<file path="src/hw/rtl/maximal_frequent_itemset_miner_top_assert.svh">
// ----------------------------------------------------------------------------
// Assertion macros for the maximal frequent itemset miner
// Every assertion is sampled on the rising edge of clk_i and is held off
// while rst_ni is low.
// ----------------------------------------------------------------------------
`ifndef MAXIMAL_FREQUENT_ITEMSET_MINER_TOP_ASSERT_SVH
`define MAXIMAL_FREQUENT_ITEMSET_MINER_TOP_ASSERT_SVH

// A property that must hold in the same cycle.
`define MFIM_ASSERT(lbl, prop) \
  lbl: assert property (@(posedge clk_i) disable iff (!rst_ni) (prop)) \
    else $error("mfim: assertion failed");

// A condition that must be followed by a consequence in the next cycle.
`define MFIM_ASSERT_NEXT(lbl, pre, post) \
  lbl: assert property (@(posedge clk_i) disable iff (!rst_ni) (pre) |=> (post)) \
    else $error("mfim: assertion failed");

`endif

</file>
<file path="src/hw/rtl/mfim_pkg.sv">
// ----------------------------------------------------------------------------
// mfim_pkg
// Types and constants shared by the maximal frequent itemset miner.
// ----------------------------------------------------------------------------
package mfim_pkg;

  localparam int unsigned NUM_ITEMS_DEF = 6;
  localparam int unsigned MAX_TRANS_DEF = 256;

  // At most this many maximal itemsets are reported per mine command.
  localparam int unsigned FOUND_DEPTH = 20;
  localparam int unsigned FOUND_CNT_W = $clog2(FOUND_DEPTH + 1);
  localparam int unsigned FOUND_IDX_W = $clog2(FOUND_DEPTH);

  localparam int unsigned MODE_W      = 2;
  localparam int unsigned TRANS_IDX_W = 8;
  localparam int unsigned ITEM_CODE_W = 3;

  localparam int unsigned MIN_SUP_W = 9;
  localparam logic [MIN_SUP_W-1:0] MIN_SUP_RESET = 9'd3;

  localparam int unsigned PADDR_W = 3;
  localparam int unsigned PDATA_W = 32;

  // Register index, taken from the word address bits of paddr.
  localparam logic [PADDR_W-3:0] REG_MIN_SUPPORT = 1'b0;

  typedef enum logic [MODE_W-1:0] {
    MODE_ADD   = 2'd0,
    MODE_MINE  = 2'd1,
    MODE_CLEAR = 2'd2
  } mode_e;

endpackage

</file>
<file path="src/hw/rtl/mfim_if.sv">
// ----------------------------------------------------------------------------
// mfim stream interfaces
// Valid/ready channels for commands into the miner and itemsets out of it.
// ----------------------------------------------------------------------------
interface mfim_in_if import mfim_pkg::*; ();
  logic                   valid;
  logic                   ready;
  logic [MODE_W-1:0]      mode;
  logic [TRANS_IDX_W-1:0] trans_index;
  logic [ITEM_CODE_W-1:0] item_code;

  modport source (output valid, mode, trans_index, item_code, input ready);
  modport sink   (input valid, mode, trans_index, item_code, output ready);
endinterface

interface mfim_out_if import mfim_pkg::*; #(
  parameter int unsigned NUM_ITEMS = NUM_ITEMS_DEF
) ();
  logic                 valid;
  logic                 ready;
  logic [NUM_ITEMS-1:0] itemset;
  logic                 none_found;
  logic                 last;

  modport source (output valid, itemset, none_found, last, input ready);
  modport sink   (input valid, itemset, none_found, last, output ready);
endinterface

</file>
<file path="src/hw/rtl/mfim_ram.sv">
// ----------------------------------------------------------------------------
// mfim_ram
// Simple dual-port RAM: one write port, one read port with registered data.
// ----------------------------------------------------------------------------
module mfim_ram import mfim_pkg::*; #(
  parameter int unsigned WIDTH = NUM_ITEMS_DEF,
  parameter int unsigned DEPTH = MAX_TRANS_DEF,
  localparam int unsigned AW   = (DEPTH > 1) ? $clog2(DEPTH) : 1
) (
  input  logic             clk_i,
  input  logic             we_i,
  input  logic [AW-1:0]    waddr_i,
  input  logic [WIDTH-1:0] wdata_i,
  input  logic             re_i,
  input  logic [AW-1:0]    raddr_i,
  output logic [WIDTH-1:0] rdata_o
);

  logic [WIDTH-1:0] mem_q [DEPTH];
  logic [WIDTH-1:0] rdata_q;

  always_ff @(posedge clk_i) begin
    if (we_i) begin
      mem_q[waddr_i] <= wdata_i;
    end
    if (re_i) begin
      rdata_q <= mem_q[raddr_i];
    end
  end

  assign rdata_o = rdata_q;

endmodule

</file>
<file path="src/hw/rtl/maximal_frequent_itemset_miner_top.sv">
// ----------------------------------------------------------------------------
// maximal_frequent_itemset_miner_top
// Per-transaction item masks held in RAM; mining reports maximal frequent sets.
// ----------------------------------------------------------------------------
// An add command sets one item bit in a transaction's mask with a read and a
// write of the mask RAM, and no other command is accepted until the write is
// done. A clear command, and the clearing pass that follows reset, write zero
// to every RAM entry, one per cycle, and no command is accepted until the pass
// ends; configuration writes are taken at any time.
// A mine command tests the nonzero itemsets from the largest mask down until
// all are tested or FOUND_DEPTH sets are found; each test reads the whole RAM
// through its single read port, and the mine can be held up while the output
// side stalls. Results leave through an output register, the last one flagged,
// and a single result with none_found is sent when no itemset reaches min_support.
// ----------------------------------------------------------------------------
`include "maximal_frequent_itemset_miner_top_assert.svh"

module maximal_frequent_itemset_miner_top import mfim_pkg::*; #(
  parameter int unsigned NUM_ITEMS = NUM_ITEMS_DEF,
  parameter int unsigned MAX_TRANS = MAX_TRANS_DEF
) (
  input  logic               clk_i,
  input  logic               rst_ni,
  mfim_in_if.sink            in_i,
  mfim_out_if.source         out_o,
  input  logic               psel,
  input  logic               penable,
  input  logic               pwrite,
  input  logic [PADDR_W-1:0] paddr,
  input  logic [PDATA_W-1:0] pwdata,
  output logic [PDATA_W-1:0] prdata,
  output logic               pready
);

  localparam int unsigned AW   = (MAX_TRANS > 1) ? $clog2(MAX_TRANS) : 1;
  localparam int unsigned CW   = $clog2(MAX_TRANS + 1);
  localparam int unsigned CMPW = (CW > MIN_SUP_W) ? CW : MIN_SUP_W;
  localparam logic [NUM_ITEMS-1:0] SET_ALL = {NUM_ITEMS{1'b1}};
  localparam logic [NUM_ITEMS-1:0] SET_ONE = NUM_ITEMS'(1);
  localparam logic [AW-1:0]        T_LAST  = AW'(MAX_TRANS - 1);

  typedef enum logic [2:0] {
    ST_IDLE,
    ST_ADD_WR,
    ST_CLEAR,
    ST_COUNT,
    ST_EVAL,
    ST_DECIDE,
    ST_FINISH
  } state_e;

  state_e                 state_q, state_d;
  logic [AW-1:0]          t_q, t_d;
  logic [CW-1:0]          cnt_q, cnt_d;
  logic                   dv_q, dv_d;
  logic [NUM_ITEMS-1:0]   set_q, set_d;
  logic [AW-1:0]          add_addr_q, add_addr_d;
  logic [NUM_ITEMS-1:0]   add_bit_q, add_bit_d;
  logic [FOUND_CNT_W-1:0] found_cnt_q, found_cnt_d;
  logic [NUM_ITEMS-1:0]   pend_q, pend_d;
  logic                   pend_vld_q, pend_vld_d;
  logic                   out_vld_q, out_vld_d;
  logic [NUM_ITEMS-1:0]   out_set_q, out_set_d;
  logic                   out_none_q, out_none_d;
  logic                   out_last_q, out_last_d;
  logic [MIN_SUP_W-1:0]   min_sup_q, min_sup_d;
  logic [NUM_ITEMS-1:0]   found_q [FOUND_DEPTH];

  logic                 ram_we;
  logic [AW-1:0]        ram_waddr;
  logic [NUM_ITEMS-1:0] ram_wdata;
  logic                 ram_re;
  logic [AW-1:0]        ram_raddr;
  logic [NUM_ITEMS-1:0] ram_rdata;

  logic                 in_acc;
  logic                 idx_ok;
  logic                 code_ok;
  logic [NUM_ITEMS-1:0] item_bit;
  logic                 t_last;
  logic                 hit;
  logic [CW-1:0]        cnt_sum;
  logic [MIN_SUP_W-1:0] need;
  logic                 frequent;
  logic                 covered;
  logic                 out_free;
  logic                 found_we;
  logic                 cfg_we;

  mfim_ram #(
    .WIDTH (NUM_ITEMS),
    .DEPTH (MAX_TRANS)
  ) u_mask_ram (
    .clk_i   (clk_i),
    .we_i    (ram_we),
    .waddr_i (ram_waddr),
    .wdata_i (ram_wdata),
    .re_i    (ram_re),
    .raddr_i (ram_raddr),
    .rdata_o (ram_rdata)
  );

  // Configuration port.
  assign pready = 1'b1;
  assign cfg_we = psel && penable && pwrite && (paddr[PADDR_W-1:2] == REG_MIN_SUPPORT);
  assign prdata = (paddr[PADDR_W-1:2] == REG_MIN_SUPPORT) ? PDATA_W'(min_sup_q) : '0;

  assign in_i.ready = (state_q == ST_IDLE);
  assign in_acc     = in_i.valid && in_i.ready;
  assign idx_ok     = (32'(in_i.trans_index) < MAX_TRANS);
  assign code_ok    = (in_i.item_code != '0) && (32'(in_i.item_code) <= NUM_ITEMS);
  assign item_bit   = SET_ONE << (in_i.item_code - ITEM_CODE_W'(1));

  assign t_last   = (t_q == T_LAST);
  assign hit      = ((ram_rdata & set_q) == set_q);
  assign cnt_sum  = cnt_q + CW'(dv_q && hit);
  // A minimum support of zero behaves as one.
  assign need     = (min_sup_q == '0) ? MIN_SUP_W'(1) : min_sup_q;
  assign frequent = (CMPW'(cnt_q) >= CMPW'(need));
  assign out_free = !out_vld_q || out_o.ready;

  // The candidate is covered when it is a subset of any set already found.
  always_comb begin
    covered = 1'b0;
    for (int j = 0; j < FOUND_DEPTH; j++) begin
      if ((FOUND_CNT_W'(j) < found_cnt_q) && ((found_q[j] | set_q) == found_q[j])) begin
        covered = 1'b1;
      end
    end
  end

  always_comb begin
    state_d     = state_q;
    t_d         = t_q;
    cnt_d       = cnt_q;
    dv_d        = dv_q;
    set_d       = set_q;
    add_addr_d  = add_addr_q;
    add_bit_d   = add_bit_q;
    found_cnt_d = found_cnt_q;
    pend_d      = pend_q;
    pend_vld_d  = pend_vld_q;
    out_vld_d   = out_vld_q && !out_o.ready;
    out_set_d   = out_set_q;
    out_none_d  = out_none_q;
    out_last_d  = out_last_q;
    min_sup_d   = cfg_we ? pwdata[MIN_SUP_W-1:0] : min_sup_q;
    found_we    = 1'b0;
    ram_we      = 1'b0;
    ram_waddr   = t_q;
    ram_wdata   = '0;
    ram_re      = 1'b0;
    ram_raddr   = t_q;

    unique case (state_q)
      ST_IDLE: begin
        if (in_acc) begin
          unique case (in_i.mode)
            MODE_ADD: begin
              if (idx_ok && code_ok) begin
                ram_re     = 1'b1;
                ram_raddr  = AW'(in_i.trans_index);
                add_addr_d = AW'(in_i.trans_index);
                add_bit_d  = item_bit;
                state_d    = ST_ADD_WR;
              end
            end
            MODE_MINE: begin
              set_d       = SET_ALL;
              found_cnt_d = '0;
              pend_vld_d  = 1'b0;
              t_d         = '0;
              cnt_d       = '0;
              dv_d        = 1'b0;
              state_d     = ST_COUNT;
            end
            MODE_CLEAR: begin
              t_d     = '0;
              state_d = ST_CLEAR;
            end
            default: begin
            end
          endcase
        end
      end
      ST_ADD_WR: begin
        ram_we    = 1'b1;
        ram_waddr = add_addr_q;
        ram_wdata = ram_rdata | add_bit_q;
        state_d   = ST_IDLE;
      end
      ST_CLEAR: begin
        ram_we    = 1'b1;
        ram_waddr = t_q;
        t_d       = t_q + AW'(1);
        if (t_last) begin
          t_d     = '0;
          state_d = ST_IDLE;
        end
      end
      ST_COUNT: begin
        // Read data arrives in the cycle after its address, flagged by dv_q.
        ram_re = 1'b1;
        dv_d   = 1'b1;
        cnt_d  = cnt_sum;
        t_d    = t_q + AW'(1);
        if (t_last) begin
          t_d     = '0;
          state_d = ST_EVAL;
        end
      end
      ST_EVAL: begin
        cnt_d   = cnt_sum;
        dv_d    = 1'b0;
        state_d = ST_DECIDE;
      end
      ST_DECIDE: begin
        if (frequent && !covered) begin
          // The previous find goes out only now that we know it is not last.
          if (!pend_vld_q || out_free) begin
            found_we    = 1'b1;
            found_cnt_d = found_cnt_q + FOUND_CNT_W'(1);
            if (pend_vld_q) begin
              out_vld_d  = 1'b1;
              out_set_d  = pend_q;
              out_none_d = 1'b0;
              out_last_d = 1'b0;
            end
            pend_d     = set_q;
            pend_vld_d = 1'b1;
            if ((set_q == SET_ONE) || (found_cnt_q == FOUND_CNT_W'(FOUND_DEPTH - 1))) begin
              state_d = ST_FINISH;
            end else begin
              set_d   = set_q - SET_ONE;
              cnt_d   = '0;
              state_d = ST_COUNT;
            end
          end
        end else if (set_q == SET_ONE) begin
          state_d = ST_FINISH;
        end else begin
          set_d   = set_q - SET_ONE;
          cnt_d   = '0;
          state_d = ST_COUNT;
        end
      end
      ST_FINISH: begin
        if (out_free) begin
          out_vld_d  = 1'b1;
          out_set_d  = pend_vld_q ? pend_q : '0;
          out_none_d = !pend_vld_q;
          out_last_d = 1'b1;
          pend_vld_d = 1'b0;
          state_d    = ST_IDLE;
        end
      end
      default: begin
        state_d = ST_IDLE;
      end
    endcase
  end

  always_ff @(posedge clk_i or negedge rst_ni) begin
    if (!rst_ni) begin
      state_q     <= ST_CLEAR;
      t_q         <= '0;
      cnt_q       <= '0;
      dv_q        <= 1'b0;
      set_q       <= '0;
      add_addr_q  <= '0;
      add_bit_q   <= '0;
      found_cnt_q <= '0;
      pend_q      <= '0;
      pend_vld_q  <= 1'b0;
      out_vld_q   <= 1'b0;
      out_set_q   <= '0;
      out_none_q  <= 1'b0;
      out_last_q  <= 1'b0;
      min_sup_q   <= MIN_SUP_RESET;
    end else begin
      state_q     <= state_d;
      t_q         <= t_d;
      cnt_q       <= cnt_d;
      dv_q        <= dv_d;
      set_q       <= set_d;
      add_addr_q  <= add_addr_d;
      add_bit_q   <= add_bit_d;
      found_cnt_q <= found_cnt_d;
      pend_q      <= pend_d;
      pend_vld_q  <= pend_vld_d;
      out_vld_q   <= out_vld_d;
      out_set_q   <= out_set_d;
      out_none_q  <= out_none_d;
      out_last_q  <= out_last_d;
      min_sup_q   <= min_sup_d;
    end
  end

  always_ff @(posedge clk_i) begin
    if (found_we) begin
      found_q[found_cnt_q[FOUND_IDX_W-1:0]] <= set_q;
    end
  end

  assign out_o.valid      = out_vld_q;
  assign out_o.itemset    = out_set_q;
  assign out_o.none_found = out_none_q;
  assign out_o.last       = out_last_q;

  `MFIM_ASSERT(a_found_bounded, found_cnt_q <= FOUND_CNT_W'(FOUND_DEPTH))
  `MFIM_ASSERT(a_pend_has_find, !pend_vld_q || (found_cnt_q != '0))
  `MFIM_ASSERT(a_none_is_last, !out_vld_q || !out_none_q || (out_last_q && out_set_q == '0))
  `MFIM_ASSERT(a_ram_write_states, !ram_we || state_q == ST_ADD_WR || state_q == ST_CLEAR)
  `MFIM_ASSERT_NEXT(a_mine_starts, in_acc && in_i.mode == MODE_MINE, state_q == ST_COUNT)

endmodule

</file>
<file path="src/flat_wrapper.sv">
// flat-port wrapper written by rule: the top's interface ports become plain ports
module maximal_frequent_itemset_miner_top_flat import mfim_pkg::*;
#(
  parameter int unsigned NUM_ITEMS = NUM_ITEMS_DEF,
  parameter int unsigned MAX_TRANS = MAX_TRANS_DEF
)
  (clk_i, rst_ni, psel, penable, pwrite, paddr, pwdata, prdata, pready, in_i_valid, in_i_mode, in_i_trans_index, in_i_item_code, in_i_ready, out_o_valid, out_o_itemset, out_o_none_found, out_o_last, out_o_ready);
  mfim_in_if in_i_i ();
  mfim_out_if #(.NUM_ITEMS(NUM_ITEMS)) out_o_i ();
  input  logic clk_i;
  input  logic rst_ni;
  input  logic psel;
  input  logic penable;
  input  logic pwrite;
  input  logic [PADDR_W-1:0] paddr;
  input  logic [PDATA_W-1:0] pwdata;
  output logic [PDATA_W-1:0] prdata;
  output logic pready;
  input wire logic [$bits(in_i_i.valid)-1:0] in_i_valid;
  input wire logic [$bits(in_i_i.mode)-1:0] in_i_mode;
  input wire logic [$bits(in_i_i.trans_index)-1:0] in_i_trans_index;
  input wire logic [$bits(in_i_i.item_code)-1:0] in_i_item_code;
  output wire logic [$bits(in_i_i.ready)-1:0] in_i_ready;
  output wire logic [$bits(out_o_i.valid)-1:0] out_o_valid;
  output wire logic [$bits(out_o_i.itemset)-1:0] out_o_itemset;
  output wire logic [$bits(out_o_i.none_found)-1:0] out_o_none_found;
  output wire logic [$bits(out_o_i.last)-1:0] out_o_last;
  input wire logic [$bits(out_o_i.ready)-1:0] out_o_ready;
  assign in_i_i.valid = in_i_valid;
  assign in_i_i.mode = in_i_mode;
  assign in_i_i.trans_index = in_i_trans_index;
  assign in_i_i.item_code = in_i_item_code;
  assign in_i_ready = in_i_i.ready;
  assign out_o_valid = out_o_i.valid;
  assign out_o_itemset = out_o_i.itemset;
  assign out_o_none_found = out_o_i.none_found;
  assign out_o_last = out_o_i.last;
  assign out_o_i.ready = out_o_ready;
  maximal_frequent_itemset_miner_top #(.NUM_ITEMS(NUM_ITEMS), .MAX_TRANS(MAX_TRANS)) u_core (.clk_i(clk_i), .rst_ni(rst_ni), .in_i(in_i_i), .out_o(out_o_i), .psel(psel), .penable(penable), .pwrite(pwrite), .paddr(paddr), .pwdata(pwdata), .prdata(prdata), .pready(pready));
endmodule
</file>
<file path="config.mk">
export PLATFORM = sky130hd
export DESIGN_NAME = maximal_frequent_itemset_miner_top_flat
export DESIGN_NICKNAME = d
export VERILOG_FILES = /design/src/hw/rtl/mfim_pkg.sv /design/src/hw/rtl/mfim_if.sv /design/src/hw/rtl/mfim_ram.sv /design/src/hw/rtl/maximal_frequent_itemset_miner_top.sv /design/src/flat_wrapper.sv
export VERILOG_INCLUDE_DIRS = /design/src /design/src/hw/rtl
export SDC_FILE = /design/constraint.sdc
export NUM_CORES = 2
export LEC_CHECK = 0
export ABC_AREA = 1
export BUFFER_PORTS_ARGS = -buffer_cell sky130_fd_sc_hd__buf_2
export CELL_PAD_IN_SITES_DETAIL_PLACEMENT = 0
export CELL_PAD_IN_SITES_GLOBAL_PLACEMENT = 1
export CORE_MARGIN = 8
export CORE_UTILIZATION = 46
export CTS_CLUSTER_SIZE = 16
export DETAILED_ROUTE_END_ITERATION = 8
export PLACE_DENSITY_LB_ADDON = 0.1
export SYNTH_ARGS = -nofsm -noshare
export SYNTH_HDL_FRONTEND = slang
export SYNTH_SLANG_ARGS = --single-unit
</file>
<file path="constraint.sdc">
create_clock -name clk_i -period 8.1 [get_ports clk_i]
set_input_delay 0.405 -clock clk_i [delete_from_list [all_inputs] [get_ports clk_i]]
set_output_delay 0.405 -clock clk_i [all_outputs]
set_load 0.01 [all_outputs]
</file>
Word level (Yosys, flattened, before mapping)
Memory sizes are Yosys's and may differ from the RTL's. A register that Yosys moved wholly into a read port is not among the register bits.
Index checks and enable logic that the tools add are counted.
{ "word_totals": {"register_bits": 71, "ram_bits": 1656, "in_bits": 55, "n_memories": 2} }
{ "classes": {"n_addsub": 5, "order_cmp": 22, "eq_ne": 46, "shifts": 1, "n_mux": 99, "bitwise": 23, "n_reduce_logical": 59} }
{ "mem_list": {"columns": ["memory", "words", "width", "read_ports", "rd_clocked_by_memory_dff", "write_ports", "line_no", "rtl"], "rows": [
  ["u_core.u_mask_ram.mem_q", 256, 6, 1, 1, 1, "mfim_ram.sv:19", "logic [WIDTH-1:0] mem_q [DEPTH];"],
  ["u_core.found_q", 20, 6, 20, 0, 1, "maximal_frequent_itemset_miner_top.sv:67", "logic [NUM_ITEMS-1:0] found_q [FOUND_DEPTH];"]
]} }
{ "ops": {"columns": ["op", "n"], "rows": [
  ["6-bit equality test", 21],
  ["6-bit OR", 21],
  ["6-bit 2-to-1 mux", 12],
  ["9-bit 2-to-1 mux", 8],
  ["8-bit 2-to-1 mux", 8],
  ["1-bit 2-to-1 mux", 45],
  ["4-bit by 5-bit < comparator with 1-bit output, first input constant", 8],
  ["1-bit logical AND", 28],
  ["3-bit 2-to-1 mux", 9],
  ["9-bit one-hot mux with 3 select lines", 1],
  ["6-bit one-hot mux with 2 select lines", 2],
  ["3-bit by 5-bit < comparator with 1-bit output, first input constant", 4],
  ["5-bit < comparator, first input constant", 4],
  ["5-bit 2-to-1 mux", 4],
  ["3-bit one-hot mux with 6 select lines", 1],
  ["6-bit AND reduction", 3],
  ["8-bit one-hot mux with 2 select lines", 1],
  ["2-bit by 1-bit != test with 1-bit output, second input constant", 6],
  ["3-bit nonzero test", 4],
  ["1-bit by 5-bit < comparator with 1-bit output, first input constant", 2],
  ["2-bit by 5-bit < comparator with 1-bit output, first input constant", 2],
  ["5-bit one-hot mux with 2 select lines", 1],
  ["5-bit AND reduction", 2],
  ["9-bit by 1-bit adder with 9-bit output", 1],
  ["other kinds (34)", 57]
]} }

Longest topological paths before layout
An unclocked memory read counts as a cell.
{ "logic_depth": {"word_depth": 30, "mapped_depth": 19, "ltp_nobuf": 19} }

Cells and area by module
A second synthesis with hierarchy kept.
{ "hier_totals": {"cells_unflattened": 6427, "hier_area_um2": 72653.4} }
{ "modules_own_cells": {"columns": ["module", "n_inst", "cells_per_inst", "area_per_inst_um2", "seq_area_each_um2"], "rows": [
  ["mfim_ram", 1, 5386, 63211.9, 46304.4],
  ["maximal_frequent_itemset_miner_top", 1, 1041, 9441.6, 5383.9]
]} }

Worst setup path after synthesis
OpenSTA, ideal clock, no wires.
{ "synth_timing": {"path_type": "register to register", "from": "register u_core.state_q[0]", "to": "memory u_core.u_mask_ram.mem_q[0][0] (netlist bit) (data pin)", "setup_time_ns": 1.393, "arrival_ns": 6.891, "slack_ns": -0.184, "path_stages_with_launch": 8, "n_path_buf": 1, "synth_period_minus_slack_ns": 8.284, "path_cell_list": "dfrtp_1 inv_1 nor2_1 inv_1 nor2_1 inv_1 clkbuf_1 nor2_1"} }
{ "synth_between": {"elab_chain_len": 2} }
{ "synth_lines": {"columns": ["element", "line_no", "rtl"], "rows": [
  ["start, declared", "maximal_frequent_itemset_miner_top.sv:52", "state_e state_q, state_d;"],
  ["start signal, assigned", "maximal_frequent_itemset_miner_top.sv:281", "state_q <= state_d;"],
  ["3-bit by 1-bit equality test with 1-bit output", "maximal_frequent_itemset_miner_top.sv:155", "unique case (state_q)"],
  ["6-bit 2-to-1 mux", "maximal_frequent_itemset_miner_top.sv:155", null],
  ["net u_core.ram_wdata[0]", "maximal_frequent_itemset_miner_top.sv:71", "logic [NUM_ITEMS-1:0] ram_wdata;"],
  ["end, declared", "mfim_ram.sv:19", null]
]} }
The timed path passes the listed nets, and every way through them passes these cells.

Worst setup path in the final report
{ "layout_timing": {"from": "register u_core.state_q[1]", "to": "register u_core.u_mask_ram.rdata_q[1], in the netlist u_core.u_mask_ram.rdata_o[1], read port of u_core.u_mask_ram.mem_q (data pin)"} }
{ "layout_between": {"elab_chain_len": 4} }
{ "layout_lines": {"columns": ["element", "line_no", "rtl"], "rows": [
  ["3-bit zero test", "maximal_frequent_itemset_miner_top.sv:108, maximal_frequent_itemset_miner_top.sv:155", null],
  ["1-bit logical AND", "maximal_frequent_itemset_miner_top.sv:109", "assign in_acc = in_i.valid && in_i.ready;"],
  ["1-bit 2-to-1 mux / 8-bit 2-to-1 mux (equally long branches)", "maximal_frequent_itemset_miner_top.sv:157", "if (in_acc) begin"],
  ["1-bit one-hot mux with 2 select lines / 8-bit 2-to-1 mux (equally long branches)", "maximal_frequent_itemset_miner_top.sv:155", null],
  ["end, declared", "mfim_ram.sv:20", "logic [WIDTH-1:0] rdata_q;"]
]} }
Parallel ways exist; a longest one is shown, timed or not.
A chain may end at the register's enable or synchronous reset.

==> summary.md <==
| Metric | Value |
|---|---|
| Nets@finish | 6958 |
| Combinational Power Share | 0.4% |
| CTS H-tree depth | 4 |
| Primary FF master, synth | edfxtp_1 |
| Leading cell type in the layout, fill and taps excluded | edfxtp_1 |
| DRC Markers | 0 |
| CTS max path bufs | 3 |
| Startpoint types | register |
| Post-Layout Cell Count | 9224 |
| Post-CTS Setup Repair Bufs | 0 |
| CTS tree | yes |
| Met1 Track Usage GR | 32.7% |
| Fin. Hold Viols | 0 |
| Final setup viols | 0 |
| Dpl cells | 8857 |
| Post-synth ARST share | 4.10% |
| Worst hold path class | in -> reg |
| WS Path Type | reg -> reg |
| CTS Sinks | 1733 |
| Post-synth cell types | 44 |
| IO Pins | 98 |
| Initial antenna violation count | 7 |
| Fmax | 207 MHz |
| WP data required | 8660 ps |
| Num CTS Buffers | 188 |
| Cell area after placement | 78400 um^2 |
| Via density | 5.50 |
| Filler cell count | 14700 |
| Final Wtd Congestion | 0.808 |
| Reg-to-Reg End | u_core.u_mask_ram.rdata_o[1] |
| Final Cycle Share | 59.7% |
| CP max FO | 130 |
| Met2 Usage GRT | 37.7% |
| Grt peak-use layer | met2 |
| Switch share | 19.4% |
| Clock skew | 16.6 ps |
| Setup crit end kind | register |
| Outcome | finished clean |
| Wire per inst | 23.1 um |
| Synth warnings | 0 |
| Critical Path, Cell by Cell | nor2_4 -> nand2_4 -> nor2_4 -> nand2_4 -> nand2_8 -> nand2_8 -> buf_12 -> nand2_1 -> nand3_1 -> nand3_1 -> nand3_1 -> nand3_1 -> nand3_1 -> nand3_1 -> nand3_1 -> nand2_1 |
| Int Power | 0.0146 W |
| Clock root cell | clkbuf_16 |
| DIE AREA | 180000 um^2 |
| Slew headroom | 25.6% |
| Placed wire-length estimate | 113000 um |
| Via count | 50700 |
| M3 GR Usage | 3.54% |
| PwrDens | 214 nW/um^2 |
| CORE AREA | 165000 um^2 |
| Max-cap violation count | 0 |
| Critical Path Start | u_core.state_q[1] |
| Area delta synth->final | 10.5% |
| First-pass GRT wire length | 318000 um |
| Total track usage | 23.3% |
| Overflow after GRT | 0 |
| IO buf count | 48 |
| Final Instance Area | 84600 um^2 |
| Sequential group share of total power | 53.6% |
| Worst hold stages | 7 |
| Static leakage | 31.3 nW |
| Overall power | 0.0181 W |
| CTS-repair resized insts | 0 |
| R2R depth | 16 |
| Top cells by area, synth | edfxtp_1 (65%), nand3_1 (10%), nand2_1 (6.6%), nand3b_1 (4.4%), inv_1 (3.5%) |
| Critical Path End | u_core.u_mask_ram.rdata_o[1] |
| WP data arrival | 5400 ps |
| Worst vdd ir | 221 uV |
| Slew Limit Fails | 0 |
| Fin crit period | 4840 ps |
| Worst reg2reg setup slack | 3260 ps |
| Yosys top cell by area | edfxtp_1 |
| Fin util | 51.2% |
| Initial Util | 46.3% |
| Crit-path max cell delay | 800 ps |
| Vert. Die Dim | 424 um |
| CP most frequent cell | nand3_1 |
| Rows | 149 |
| Pin count of the biggest net entering global routing | 193 |
| Cells after Synth | 7002 |
| Clock share of power | 46.0% |
| Die W | 424 um |
| Layout cells sized above 1 | 6.38% |
| Least-Margin Pin Slew | 1100 ps |
| Worst path slowest cell | nand2_8 |
| Clk slew on worst S/H paths | 60 ps |
| Flops & latches, synth | 1733 |
| Clk_lat worst skew | 820 ps |
| Routed WL | 213000 um |
| Most frequent cells in the layout | edfxtp_1 (1662), nand3_1 (1521), nand2_1 (1338) |
| Seq/Total Area, Yosys | 67.5% |
| Synth Cell Area | 76500 um^2 |
| Reg2reg start | u_core.state_q[1] |
| Routed Antenna Nets | 0 |
| RSZ-0062 raised after global routing | false |
| Sw power | 0.00351 W |
| Synth Area per Inst | 10.9 um^2 |
| Vias in the first global route | 49100 |
| Detailed router's first-iteration violation count | 4312 |
| Drt first pass iters | 6 |
| Synth top area share | 65.2% |
| EDFF count, synth | 1662 |
[final cells by class]
cell class / instances / area [um^2] / share of cell area (%)
Timing Repair Buffer: 154 / 1360 / 1.61
Multi-Input combinational cell: 4073 / 20100 / 23.8
Sequential cell: 1733 / 51700 / 61.1
Antenna cell: 1 / 2.50 / 0.00296
Inverter: 732 / 2760 / 3.27
Clock inverter: 94 / 779 / 0.922
Tap cell: 2189 / 2740 / 3.24
Clock buffer: 248 / 5150 / 6.09
[cell usage after synthesis, types with 15 or more instances]
master and number:
nor2_1 383, nand3b_1 452, o211ai_1 80, o21ai_0 41, nor3_1 17, a21oi_1 30
dfrtp_1 68, buf_1 35, clkbuf_1 163, inv_1 720, buf_4 27, nand3_1 1526
buf_2 261, o21ai_1 15, nand4_1 29, nand2_1 1348, ha_1 21, edfxtp_1 1662
o22ai_1 56
[flip-flops by register name, summed over array words and instances, names as in the netlist]
signal / flops
u_core.u_mask_ram.mem_q: 1536
u_core.found_q: 120
u_core.cnt_q: 9
u_core.min_sup_q: 9
u_core.add_addr_q: 8
u_core.t_q: 8
u_core.add_bit_q: 6
u_core.out_o.itemset: 6
u_core.pend_q: 6
u_core.set_q: 6
u_core.u_mask_ram.rdata_o: 6
u_core.found_cnt_q: 5
u_core.state_q: 3
u_core.dv_q: 1
u_core.out_o.last: 1
u_core.out_o.none_found: 1
u_core.out_o.valid: 1
u_core.pend_vld_q: 1
[how the worst min path moves through the flow]
| stage | endpoint | start |
|---|---|---|
| 2_1_floorplan | u_core.add_addr_q[0] | rst_ni |
| 3_3_place_gp | u_core.add_addr_q[0] | u_core.add_addr_q[0] |
| 3_5_place_dp | u_core.add_addr_q[0] | u_core.add_addr_q[0] |
| 4_1_cts | u_core.state_q[0] | in_i_mode[1] |
| 5_1_grt | u_core.state_q[0] | in_i_mode[1] |
| 6_report | u_core.state_q[0] | in_i_mode[1] |
[critical path: cells and delay by family, from the launching register on]
kind	cells	cell delay, ps
AND/OR/NAND/NOR	15	3260
buffers and inverters	1	540
flip-flops	1	570
[per-stage QoR]
stage	hold WS (ps)	setup slack, ps	TNS (ps)
6_report	211	3260	0
5_1_grt	216	2930	0
4_1_cts	134	3190	0
3_5_place_dp	454	3050	0
3_3_place_gp	449	3030	0
2_1_floorplan	109	-184	-282280
[power by group through the flow]
| stage | clock network, W | registers [W] | logic (W) |
|---|---|---|---|
| CTS | 0.00847 | 0.00968 | 0.0000814 |
| finish | 0.00831 | 0.00968 | 0.0000800 |
| global route | 0.00880 | 0.00968 | 0.0000927 |
| floorplan | 0 | 0.00987 | 0.0000486 |
| global placement | 0 | 0.00987 | 0.0000710 |
| detailed placement | 0 | 0.00987 | 0.0000725 |
[kinds of logic after synthesis]
family                     Yosys count  share of synthesized area, %
other                                2                       0.00981
buffers and inverters             1218                          6.53
AOI/OAI and AO/OA                  240                          2.00
DFF                               1733                          67.5
adders and majority gates           21                         0.343
xor gates and xnor gates             6                        0.0687
and+or+nand+nor                   3782                          23.5
[routing by layer]
metal / vias to the layer above / part of all wire [%]
li1: 24000 / -
met3: 313 / 6.2
met5: - / 0
met4: 0 / 2.6
met2: 1493 / 47
met1: 24900 / 44
[repair_timing]
action                                  CTS  global route
hold buffers                             24             0
endpoints found under the setup margin    0             0
endpoints found under the hold margin    93             0
(Power assumes the default switching activity.)
